<file path="src/rtl/ftsg_pkg.sv">
`timescale 1ns / 1ps
`default_nettype none
package ftsg_pkg;
	localparam int XW = 8;
	localparam int YW = 6;
	localparam int CW = 32;
	localparam int SW = 15;

	// One sorted triangle handed from the front part to the back part.
	typedef struct packed {
		logic [XW-1:0] ax;
		logic [YW-1:0] ay;
		logic [XW-1:0] bx;
		logic [YW-1:0] by;
		logic [XW-1:0] cx;
		logic [YW-1:0] cy;
		logic [CW-1:0] color;
	} tri_t;

	typedef enum logic [2:0] {
		BK_IDLE,
		BK_DIV,
		BK_PREP,
		BK_UPPER,
		BK_LOWER
	} bk_state_t;
endpackage
`default_nettype wire

</file>
<file path="src/rtl/ftsg_front.sv">
`timescale 1ns / 1ps
`default_nettype none
module ftsg_front
	import ftsg_pkg::*;
(
	input  wire logic          clk,
	input  wire logic          arst_n,
	input  wire logic          in_valid,
	output logic               in_stall,
	input  wire logic [XW-1:0] vert0_x,
	input  wire logic [YW-1:0] vert0_y,
	input  wire logic [XW-1:0] vert1_x,
	input  wire logic [YW-1:0] vert1_y,
	input  wire logic [XW-1:0] vert2_x,
	input  wire logic [YW-1:0] vert2_y,
	input  wire logic [CW-1:0] fill_color,
	output logic               q_valid,
	input  wire logic          q_take,
	output tri_t               q_data
);
	// two-entry queue of sorted triangles
	tri_t       mem_q [2];
	logic       wp_q, rp_q;
	logic [1:0] cnt_q;
	tri_t       srt;
	logic [1:0] a, b, c;
	logic       push;
	logic [XW-1:0] xs [3];
	logic [YW-1:0] ys [3];

	assign xs[0] = vert0_x; assign xs[1] = vert1_x; assign xs[2] = vert2_x;
	assign ys[0] = vert0_y; assign ys[1] = vert1_y; assign ys[2] = vert2_y;

	always_comb begin
		if (vert0_y < vert1_y) begin
			if (vert0_y < vert2_y) begin
				a = 2'd0;
				if (vert1_y < vert2_y) begin b = 2'd1; c = 2'd2; end
				else begin b = 2'd2; c = 2'd1; end
			end else begin
				a = 2'd2; b = 2'd0; c = 2'd1;
			end
		end else begin
			if (vert1_y < vert2_y) begin
				a = 2'd1;
				if (vert0_y < vert2_y) begin b = 2'd0; c = 2'd2; end
				else begin b = 2'd2; c = 2'd0; end
			end else begin
				a = 2'd2; b = 2'd1; c = 2'd0;
			end
		end
		srt.ax = xs[a]; srt.ay = ys[a];
		srt.bx = xs[b]; srt.by = ys[b];
		srt.cx = xs[c]; srt.cy = ys[c];
		srt.color = fill_color;
	end

	assign in_stall = (cnt_q == 2'd2);
	assign push     = in_valid && !in_stall;
	assign q_valid  = (cnt_q != 2'd0);
	assign q_data   = mem_q[rp_q];

	always_ff @(posedge clk) begin
		if (push) mem_q[wp_q] <= srt;
	end

	always_ff @(posedge clk or negedge arst_n) begin
		if (!arst_n) begin
			wp_q  <= 1'b0;
			rp_q  <= 1'b0;
			cnt_q <= 2'd0;
		end else begin
			if (push) wp_q <= ~wp_q;
			if (q_take) rp_q <= ~rp_q;
			cnt_q <= cnt_q + {1'b0, push} - {1'b0, q_take};
		end
	end

	a_no_over: assert property (@(posedge clk) disable iff (!arst_n)
		cnt_q != 2'd3) else $error("queue count overflow");
	a_take_valid: assert property (@(posedge clk) disable iff (!arst_n)
		q_take |-> q_valid) else $error("pop from empty queue");
	a_full_stall: assert property (@(posedge clk) disable iff (!arst_n)
		(cnt_q == 2'd2 && !q_take) |=> in_stall) else $error("full queue not stalled");
endmodule
`default_nettype wire

</file>
<file path="src/rtl/ftsg_div.sv">
`timescale 1ns / 1ps
`default_nettype none
// Signed restoring divider, one quotient bit a cycle, truncating toward zero.
module ftsg_div #(
	parameter int NW = 17,
	parameter int DW = 7
) (
	input  wire logic                 clk,
	input  wire logic                 arst_n,
	input  wire logic                 start,
	input  wire logic signed [NW-1:0] num,
	input  wire logic        [DW-1:0] den,
	output logic                      done,
	output logic signed [NW-1:0]      quo
);
	localparam int CNW = $clog2(NW + 1);
	logic [NW-1:0]  n_q, qt_q;
	logic [DW:0]    rem_q;
	logic [DW-1:0]  d_q;
	logic           neg_q, busy_q;
	logic [CNW-1:0] cnt_q;
	logic [DW:0]    sh;
	logic [DW:0]    df;

	assign sh   = {rem_q[DW-1:0], n_q[NW-1]};
	assign df   = sh - {1'b0, d_q};
	assign done = busy_q && (cnt_q == '0);
	assign quo  = neg_q ? -$signed(qt_q) : $signed(qt_q);

	always_ff @(posedge clk or negedge arst_n) begin
		if (!arst_n) begin
			busy_q <= 1'b0;
			cnt_q  <= '0;
		end else if (start) begin
			busy_q <= 1'b1;
			cnt_q  <= CNW'(NW);
		end else if (done) begin
			busy_q <= 1'b0;
		end else if (busy_q) begin
			cnt_q <= cnt_q - 1'b1;
		end
	end

	always_ff @(posedge clk) begin
		if (start) begin
			n_q   <= num[NW-1] ? NW'(-num) : NW'(num);
			neg_q <= num[NW-1];
			d_q   <= den;
			rem_q <= '0;
			qt_q  <= '0;
		end else if (busy_q && cnt_q != '0) begin
			n_q <= {n_q[NW-2:0], 1'b0};
			if (!df[DW]) begin
				rem_q <= df;
				qt_q  <= {qt_q[NW-2:0], 1'b1};
			end else begin
				rem_q <= sh;
				qt_q  <= {qt_q[NW-2:0], 1'b0};
			end
		end
	end
endmodule
`default_nettype wire

</file>
<file path="src/rtl/ftsg_back.sv">
`timescale 1ns / 1ps
`default_nettype none
module ftsg_back
	import ftsg_pkg::*;
#(
	parameter int MAX_ROWS  = 64,
	parameter int FRAC_BITS = 8
) (
	input  wire logic          clk,
	input  wire logic          arst_n,
	input  wire logic          q_valid,
	output logic               q_take,
	input  wire tri_t          q_data,
	output logic               out_valid,
	input  wire logic          out_stall,
	output logic signed [SW-1:0] span_first,
	output logic signed [SW-1:0] span_stop,
	output logic [CW-1:0]      span_color,
	output logic               last_span
);
	localparam int NW = XW + 1 + FRAC_BITS;
	localparam int AW = 8 + YW + 2 + FRAC_BITS;
	localparam int RW = $clog2(MAX_ROWS + 1);

	bk_state_t state_q, state_d;
	tri_t      t_q;
	tri_t      tsrc;
	logic [1:0] dsel_q, dsel_n;
	logic signed [NW-1:0] s01_q, s02_q, s12_q, sl_q, sr_q, dq;
	logic signed [AW-1:0] l_q, r_q, nl, nr;
	logic [YW-1:0] n_q;
	logic [RW-1:0] cnt_q;
	logic upl_q, dstart, ddone, emit, fin_part, last;
	logic signed [NW-1:0] dnum;
	logic [YW-1:0] dden, dyu, dyl;
	logic signed [AW-1:0] rowc;

	assign rowc = AW'(256) <<< FRAC_BITS;

	// operands follow the division that starts this cycle
	always_comb begin
		tsrc = q_take ? q_data : t_q;
		if (q_take) dsel_n = 2'd0;
		else if (state_q == BK_DIV && ddone) dsel_n = dsel_q + 2'd1;
		else dsel_n = dsel_q;
		unique case (dsel_n)
			2'd0: begin
				dnum = NW'(($signed({1'b0, tsrc.bx}) - $signed({1'b0, tsrc.ax}))) <<< FRAC_BITS;
				dden = tsrc.by - tsrc.ay;
			end
			2'd1: begin
				dnum = NW'(($signed({1'b0, tsrc.cx}) - $signed({1'b0, tsrc.ax}))) <<< FRAC_BITS;
				dden = tsrc.cy - tsrc.ay;
			end
			default: begin
				dnum = NW'(($signed({1'b0, tsrc.cx}) - $signed({1'b0, tsrc.bx}))) <<< FRAC_BITS;
				dden = tsrc.cy - tsrc.by;
			end
		endcase
		if (dden == '0) dden = YW'(1);
	end

	ftsg_div #(.NW(NW), .DW(YW)) u_div (
		.clk(clk), .arst_n(arst_n), .start(dstart), .num(dnum), .den(dden),
		.done(ddone), .quo(dq)
	);

	assign dyu = (t_q.by == t_q.ay) ? YW'(1) : t_q.by - t_q.ay;
	assign dyl = (t_q.cy == t_q.by) ? YW'(1) : t_q.cy - t_q.by;
	assign nl  = l_q + rowc + AW'(sl_q);
	assign nr  = r_q + rowc + AW'(sr_q);

	assign emit     = (state_q == BK_UPPER || state_q == BK_LOWER) && !(out_valid && out_stall);
	assign fin_part = (n_q == YW'(1));
	assign last     = (cnt_q == RW'(MAX_ROWS - 1)) || (state_q == BK_LOWER && fin_part);

	always_comb begin
		state_d = state_q;
		unique case (state_q)
			BK_IDLE:  if (q_valid) state_d = BK_DIV;
			BK_DIV:   if (ddone && dsel_q == 2'd2) state_d = BK_PREP;
			BK_PREP:  state_d = BK_UPPER;
			BK_UPPER: if (emit) begin
				if (last) state_d = BK_IDLE;
				else if (fin_part) state_d = BK_LOWER;
			end
			BK_LOWER: if (emit && last) state_d = BK_IDLE;
			default:  state_d = BK_IDLE;
		endcase
	end

	always_comb begin
		q_take = (state_q == BK_IDLE) && q_valid;
		dstart = (state_q == BK_IDLE && q_valid) || (state_q == BK_DIV && ddone && dsel_q != 2'd2);
	end

	always_ff @(posedge clk or negedge arst_n) begin
		if (!arst_n) begin
			state_q   <= BK_IDLE;
			out_valid <= 1'b0;
			dsel_q    <= 2'd0;
			cnt_q     <= '0;
		end else begin
			state_q <= state_d;
			if (emit) out_valid <= 1'b1;
			else if (!out_stall) out_valid <= 1'b0;
			if (q_take) begin
				dsel_q <= 2'd0;
				cnt_q  <= '0;
			end else if (state_q == BK_DIV && ddone) begin
				dsel_q <= dsel_q + 2'd1;
			end
			if (emit) cnt_q <= cnt_q + 1'b1;
		end
	end

	always_ff @(posedge clk) begin
		if (q_take) t_q <= q_data;
		if (state_q == BK_DIV && ddone) begin
			unique case (dsel_q)
				2'd0:    s01_q <= dq;
				2'd1:    s02_q <= dq;
				default: s12_q <= dq;
			endcase
		end
		if (state_q == BK_PREP) begin
			upl_q <= (s01_q < s02_q);
			sl_q  <= (s01_q < s02_q) ? s01_q : s02_q;
			sr_q  <= (s01_q < s02_q) ? s02_q : s01_q;
			l_q   <= AW'({t_q.ay, t_q.ax}) <<< FRAC_BITS;
			r_q   <= AW'({t_q.ay, t_q.ax}) <<< FRAC_BITS;
			n_q   <= dyu;
		end
		if (emit) begin
			l_q        <= nl;
			r_q        <= nr;
			span_first <= SW'(nl >>> (FRAC_BITS + 1));
			span_stop  <= SW'(nr >>> (FRAC_BITS + 1));
			span_color <= t_q.color;
			last_span  <= last;
			if (state_q == BK_UPPER && fin_part) begin
				n_q <= dyl;
				if (upl_q) sl_q <= s12_q;
				else       sr_q <= s12_q;
			end else begin
				n_q <= n_q - YW'(1);
			end
		end
	end

	a_emit_room: assert property (@(posedge clk) disable iff (!arst_n)
		emit |-> !(out_valid && out_stall)) else $error("span overwritten");
	a_take_idle: assert property (@(posedge clk) disable iff (!arst_n)
		q_take |-> state_q == BK_IDLE) else $error("take while busy");
	a_row_cap: assert property (@(posedge clk) disable iff (!arst_n)
		cnt_q <= RW'(MAX_ROWS)) else $error("row count exceeded");
endmodule
`default_nettype wire

</file>
<file path="src/rtl/flat_triangle_span_generator_top.sv">
`timescale 1ns / 1ps
`default_nettype none
// Slope set-up: three serial slope divisions from triangle beat to first span,
//   one quotient bit per cycle in one shared divider.
// Throughput: one span beat per cycle while the receiver does not stall; the back
//   part takes the next triangle only after its last span. The front queue takes two triangles ahead.
// Reset: arst_n asynchronous, active low; clears queue and edge walker control.
module flat_triangle_span_generator_top
	import ftsg_pkg::*;
#(
	parameter int MAX_ROWS  = 64,
	parameter int FRAC_BITS = 8
) (
	input  wire logic          clk,
	input  wire logic          arst_n,
	input  wire logic          in_valid,
	output logic               in_stall,
	input  wire logic [XW-1:0] vert0_x,
	input  wire logic [YW-1:0] vert0_y,
	input  wire logic [XW-1:0] vert1_x,
	input  wire logic [YW-1:0] vert1_y,
	input  wire logic [XW-1:0] vert2_x,
	input  wire logic [YW-1:0] vert2_y,
	input  wire logic [CW-1:0] fill_color,
	output logic               out_valid,
	input  wire logic          out_stall,
	output logic signed [SW-1:0] span_first,
	output logic signed [SW-1:0] span_stop,
	output logic [CW-1:0]      span_color,
	output logic               last_span
);
	// front sorts vertices by y and queues the beat
	logic q_valid, q_take;
	tri_t q_data;

	ftsg_front u_front (
		.clk, .arst_n, .in_valid, .in_stall,
		.vert0_x, .vert0_y, .vert1_x, .vert1_y, .vert2_x, .vert2_y, .fill_color,
		.q_valid, .q_take, .q_data
	);

	// back computes slopes and walks both edges, one span per row
	ftsg_back #(.MAX_ROWS(MAX_ROWS), .FRAC_BITS(FRAC_BITS)) u_back (
		.clk, .arst_n, .q_valid, .q_take, .q_data,
		.out_valid, .out_stall, .span_first, .span_stop, .span_color, .last_span
	);
endmodule
`default_nettype wire

</file>
<file path="config.mk">
export PLATFORM = sky130hd
export DESIGN_NAME = flat_triangle_span_generator_top
export DESIGN_NICKNAME = d
export VERILOG_FILES = /design/src/rtl/ftsg_pkg.sv /design/src/rtl/ftsg_front.sv /design/src/rtl/ftsg_div.sv /design/src/rtl/ftsg_back.sv /design/src/rtl/flat_triangle_span_generator_top.sv
export SDC_FILE = /design/constraint.sdc
export NUM_CORES = 1
export LEC_CHECK = 0
export BUFFER_PORTS_ARGS = -buffer_cell sky130_fd_sc_hd__buf_2
export CORE_MARGIN = 5
export CORE_UTILIZATION = 39
export CTS_CLUSTER_SIZE = 24
export DETAILED_ROUTE_END_ITERATION = 16
export PLACE_DENSITY = 0.61
export SETUP_SLACK_MARGIN = 0.15
export SLEW_MARGIN = 20
export SYNTH_ARGS = -nofsm -noshare
export SYNTH_HDL_FRONTEND = slang
export SYNTH_SLANG_ARGS = --single-unit
</file>
<file path="constraint.sdc">
create_clock -name clk -period 5.4 [get_ports clk]
set_clock_uncertainty 0.2 [all_clocks]
set_input_delay 0.54 -clock clk [delete_from_list [all_inputs] [get_ports clk]]
set_output_delay 0.54 -clock clk [all_outputs]
set_load 0.005 [all_outputs]
</file>
==> results.py <==
metrics = {
    "hold_path": {
        "hold_class": "in -> reg",
        "hold-path-endpoint": "u_back.out_valid$_DFFE_PN0P_",
        "hp-start": "out_stall",
        "holdPathStages": 3,
    },
    "timing": {
        "final-hold-violation-count": 0,
        "drv_slew": 0,
        "period_minus_slack_ns": 4.83,
        "tns_ns": 0,
        "finalSetupViolations": 0,
        "worstMarginPinSlew_ns": 1.13,
        "max_freq_ghz": 0.207,
        "post-route-period-util": 0.895,
        "maxSlewHeadroom": 0.247,
        "rsz0062_at_grt": "no",
    },
    "synthesis": {
        "ys_ff_latch": 487,
        "synth_edf_count": 365,
        "ys_warn_count": 0,
        "ys_types": 71,
        "async_reset_ff_frac": 0.0472,
        "ys_seq_area_frac": 0.554,
        "avgSynthCellArea_sq_um": 11.7,
        "synth_ff_type": "edfxtp_1",
        "syn-instance-count": 2091,
        "syn_nets": 2353,
        "syn_area_sq_um": 24400,
    },
    "critical_path": {
        "crit_slowest_cell": "dfrtp_1",
        "path_max_fanout": 10,
        "r2r_cells": 19,
        "r2r_slack_ns": 0.57,
        "timing.rr.end": "u_back.u_div.n_q[14]$_DFFE_PP_",
        "arrival_ns": 4.93,
        "cp_common_cell": "o21ai_0",
        "slowest_delay_ns": 0.41,
        "cp.required_ns": 5.50,
        "start_kind": "register",
        "reg2reg_from": "u_back.u_div.cnt_q[0]$_DFFE_PN0P_",
        "crit_buf_inv": 2,
        "path_delay_family": "simple AND/OR/NAND/NOR gates",
        "crit_chain": "inv_1 > ha_1 > nor4b_4 > and3_2 > mux2i_2 > nor2_1 > nor3_2 > buf_4 > o21ai_0 > ha_1 > fa_1 > nor2b_1 > o21ai_0 > xnor2_1 > nor3_1 > o221ai_1 > o21ai_0 > xor2_1 > a21oi_1",
        "cp-end-kind": "register",
        "crit_type": "reg -> reg",
    },
    "clock_tree": {
        "cts_buffers": 51,
        "path_clk_slew_ns": 0.06,
        "clkLatencyLatePin_ns": 0.59,
        "ctsRootBufferMaster": "clkbuf_16",
        "cts_tree": "done",
        "cts.path.max_buffers": 3,
        "clock-sinks": 487,
        "cts_max_level": 2,
    },
    "floorplan": {
        "ioPinCount": 143,
        "rows": 91,
        "initial_core_util": 0.394,
        "core_sq_um": 61800,
        "die_width_um": 260,
        "die-area_sq_um": 67600,
        "die_h_um": 260,
    },
    "grt": {
        "first_global_vias": 16171,
        "grt_usage": 0.157,
        "grt-ovfl-total": 0,
        "antenna_found_initial": 1,
        "grt_pass1_wl_um": 85700,
        "grt_max_degree": 71,
    },
    "layout": {
        "nets": 2525,
        "drive_above_1_share": 0.137,
        "fill_cells": 5655,
        "stdcell_area_sq_um": 28100,
        "syn_to_final_growth_pct": 15.3,
    },
    "route": {
        "drc": 0,
        "via_per_inst": 5.11,
        "vias": 16072,
        "dr.first_iter.drc_count": 903,
        "final_antenna_net_count": 0,
        "wirelength_um": 53700,
        "wl_per_cell_um": 17.1,
        "drtPass1Iterations": 5,
    },
    "placed_design": {
        "port_buffers": 142,
        "gp_congestion": 0.846,
        "hpwl_um": 38800,
        "dpl-instance-area_sq_um": 26100,
    },
    "outcome": {
        "status": "completed",
    },
    "run": {
        "max-cap-violations": 0,
    },
}
[layer usage]
layer | vias up | part of all wire | global-route usage
met4 | 0 | 0.030 | 0.0509
met2 | 298 | 0.49 | 0.270
met1 | 7721 | 0.45 | 0.203
li1 | 7956 | - | -
met5 | - | 0 | 0
met3 | 97 | 0.039 | 0.0237
[what timing repair did]
action                     CTS  global route
setup endpoints to repair    0             5
hold endpoints to repair    87             0
setup buffers                0             0
hold buffers                33             0
gates resized for setup      0             3
[worst max path at each step]
stage,from,end,slack [ns],cells past startpoint
4_1_cts,u_back.u_div.cnt_q[0]$_DFFE_PN0P_,u_back.u_div.n_q[14]$_DFFE_PP_,0.39,19
5_1_grt,u_back.u_div.cnt_q[0]$_DFFE_PN0P_,u_back.u_div.n_q[14]$_DFFE_PP_,0.13,19
2_1_floorplan,u_back.state_q[2]$_DFFE_PN0P_,u_back.u_div.n_q[14]$_DFFE_PP_,0.24,17
3_5_place_dp,u_back.u_div.cnt_q[0]$_DFFE_PN0P_,u_back.u_div.n_q[14]$_DFFE_PP_,0.43,19
3_3_place_gp,u_back.u_div.cnt_q[0]$_DFFE_PN0P_,u_back.u_div.n_q[14]$_DFFE_PP_,0.56,19
6_report,u_back.u_div.cnt_q[0]$_DFFE_PN0P_,u_back.u_div.n_q[14]$_DFFE_PP_,0.57,19
[layout make-up]
class / instances / area, sq um / area share
diodes: 1 / 2.50 / 0.0000891
clock buffers: 71 / 1480 / 0.0525
clock inverters: 24 / 228 / 0.00810
inverters: 124 / 468 / 0.0167
multi-input cells: 1401 / 10100 / 0.361
flip-flops and latches: 487 / 13500 / 0.481
well taps: 837 / 1050 / 0.0373
repair buffers: 198 / 1230 / 0.0436
[kinds of logic (layout without fill, tap and decap cells)]
| kind of cell | count (synthesis) | after routing | share of synthesized area |
|---|---|---|---|
| multiplexers | 174 | 174 | 0.0732 |
| flip-flops | 487 | 487 | 0.554 |
| XOR/XNOR | 108 | 108 | 0.0388 |
| AO/OA/AOI/OAI | 419 | 419 | 0.112 |
| AND/OR/NAND/NOR | 516 | 516 | 0.0922 |
| adder cells (fa/ha/maj) | 184 | 184 | 0.0972 |
| buffers and inverters | 203 | 417 | 0.0325 |
| other | 0 | 1 | 0 |
[worst register-to-register path: stages (launching register included)]
cell	delay (ns)
dfrtp_1	0.41
inv_1	0.09
ha_1	0.18
nor4b_4	0.32
and3_2	0.34
mux2i_2	0.29
nor2_1	0.10
nor3_2	0.20
buf_4	0.24
o21ai_0	0.12
ha_1	0.21
fa_1	0.41
nor2b_1	0.17
o21ai_0	0.13
xnor2_1	0.15
nor3_1	0.24
o221ai_1	0.23
o21ai_0	0.26
xor2_1	0.17
a21oi_1	0.09
[cell usage in the layout (no fill, tap or decap), types with 11 or more instances in the layout]
cell | Yosys | routed
a21o_1 | 30 | 30
a21oi_1 | 92 | 92
a22o_1 | 18 | 18
and2_1 | 13 | 13
buf_2 | 6 | 142
buf_4 | 0 | 22
clkbuf_1 | 61 | 11
clkbuf_16 | 0 | 54
dfrtp_1 | 23 | 22
dfxtp_1 | 99 | 99
dlygate4sd3_1 | 0 | 33
edfxtp_1 | 365 | 365
ha_1 | 175 | 175
inv_1 | 124 | 122
mux2_2 | 35 | 35
mux2i_1 | 139 | 138
nand2_1 | 271 | 269
nand2b_1 | 18 | 18
nand3_1 | 31 | 31
nor2_1 | 109 | 107
nor2b_1 | 14 | 14
nor3_1 | 21 | 20
o21a_1 | 11 | 11
o21ai_0 | 133 | 133
o221ai_1 | 36 | 36
xnor2_1 | 70 | 70
xor2_1 | 38 | 38
[registers in the layout, indices dropped and copies added, names as in the netlist, 9 cells and up]
signal,count
u_back.span_stop,15
u_back.s12_q,17
u_back.s01_q,17
u_back.t_q,74
u_back.span_color,32
u_back.l_q,24
u_back.u_div.qt_q,17
u_back.s02_q,17
u_back.sl_q,17
u_back.sr_q,17
u_back.r_q,24
u_front.mem_q,148
u_back.u_div.n_q,9
u_back.span_first,15
[Yosys cell counts (21+ instances only)]
master	n	share of area
nand3_1	31	0.0064
ha_1	175	0.090
a21o_1	30	0.0092
nor3_1	21	0.0043
a21oi_1	92	0.019
dfrtp_1	23	0.024
dfxtp_1	99	0.081
xor2_1	38	0.014
nor2_1	109	0.017
nand2_1	271	0.042
mux2i_1	139	0.057
inv_1	124	0.019
xnor2_1	70	0.025
edfxtp_1	365	0.45
o21ai_0	133	0.027
o221ai_1	36	0.013
clkbuf_1	61	0.0094
mux2_2	35	0.016
[stage by stage]
| step | util | cells | hold WS, ns | setup slack [ns] |
|---|---|---|---|---|
| after floorplan | - | 2091 | 0.0444 | 0.242 |
| after global placement | 0.421 | 3014 | 0.201 | 0.559 |
| after detailed placement | 0.421 | 3014 | 0.205 | 0.434 |
| after CTS | 0.454 | 3142 | 0.0718 | 0.393 |
| after global routing | 0.454 | 3142 | 0.126 | 0.135 |
| final | 0.455 | 3143 | 0.118 | 0.567 |
Power is not shown: default switching activity piles up to over one toggle a cycle in this logic, so the estimate is an artifact.
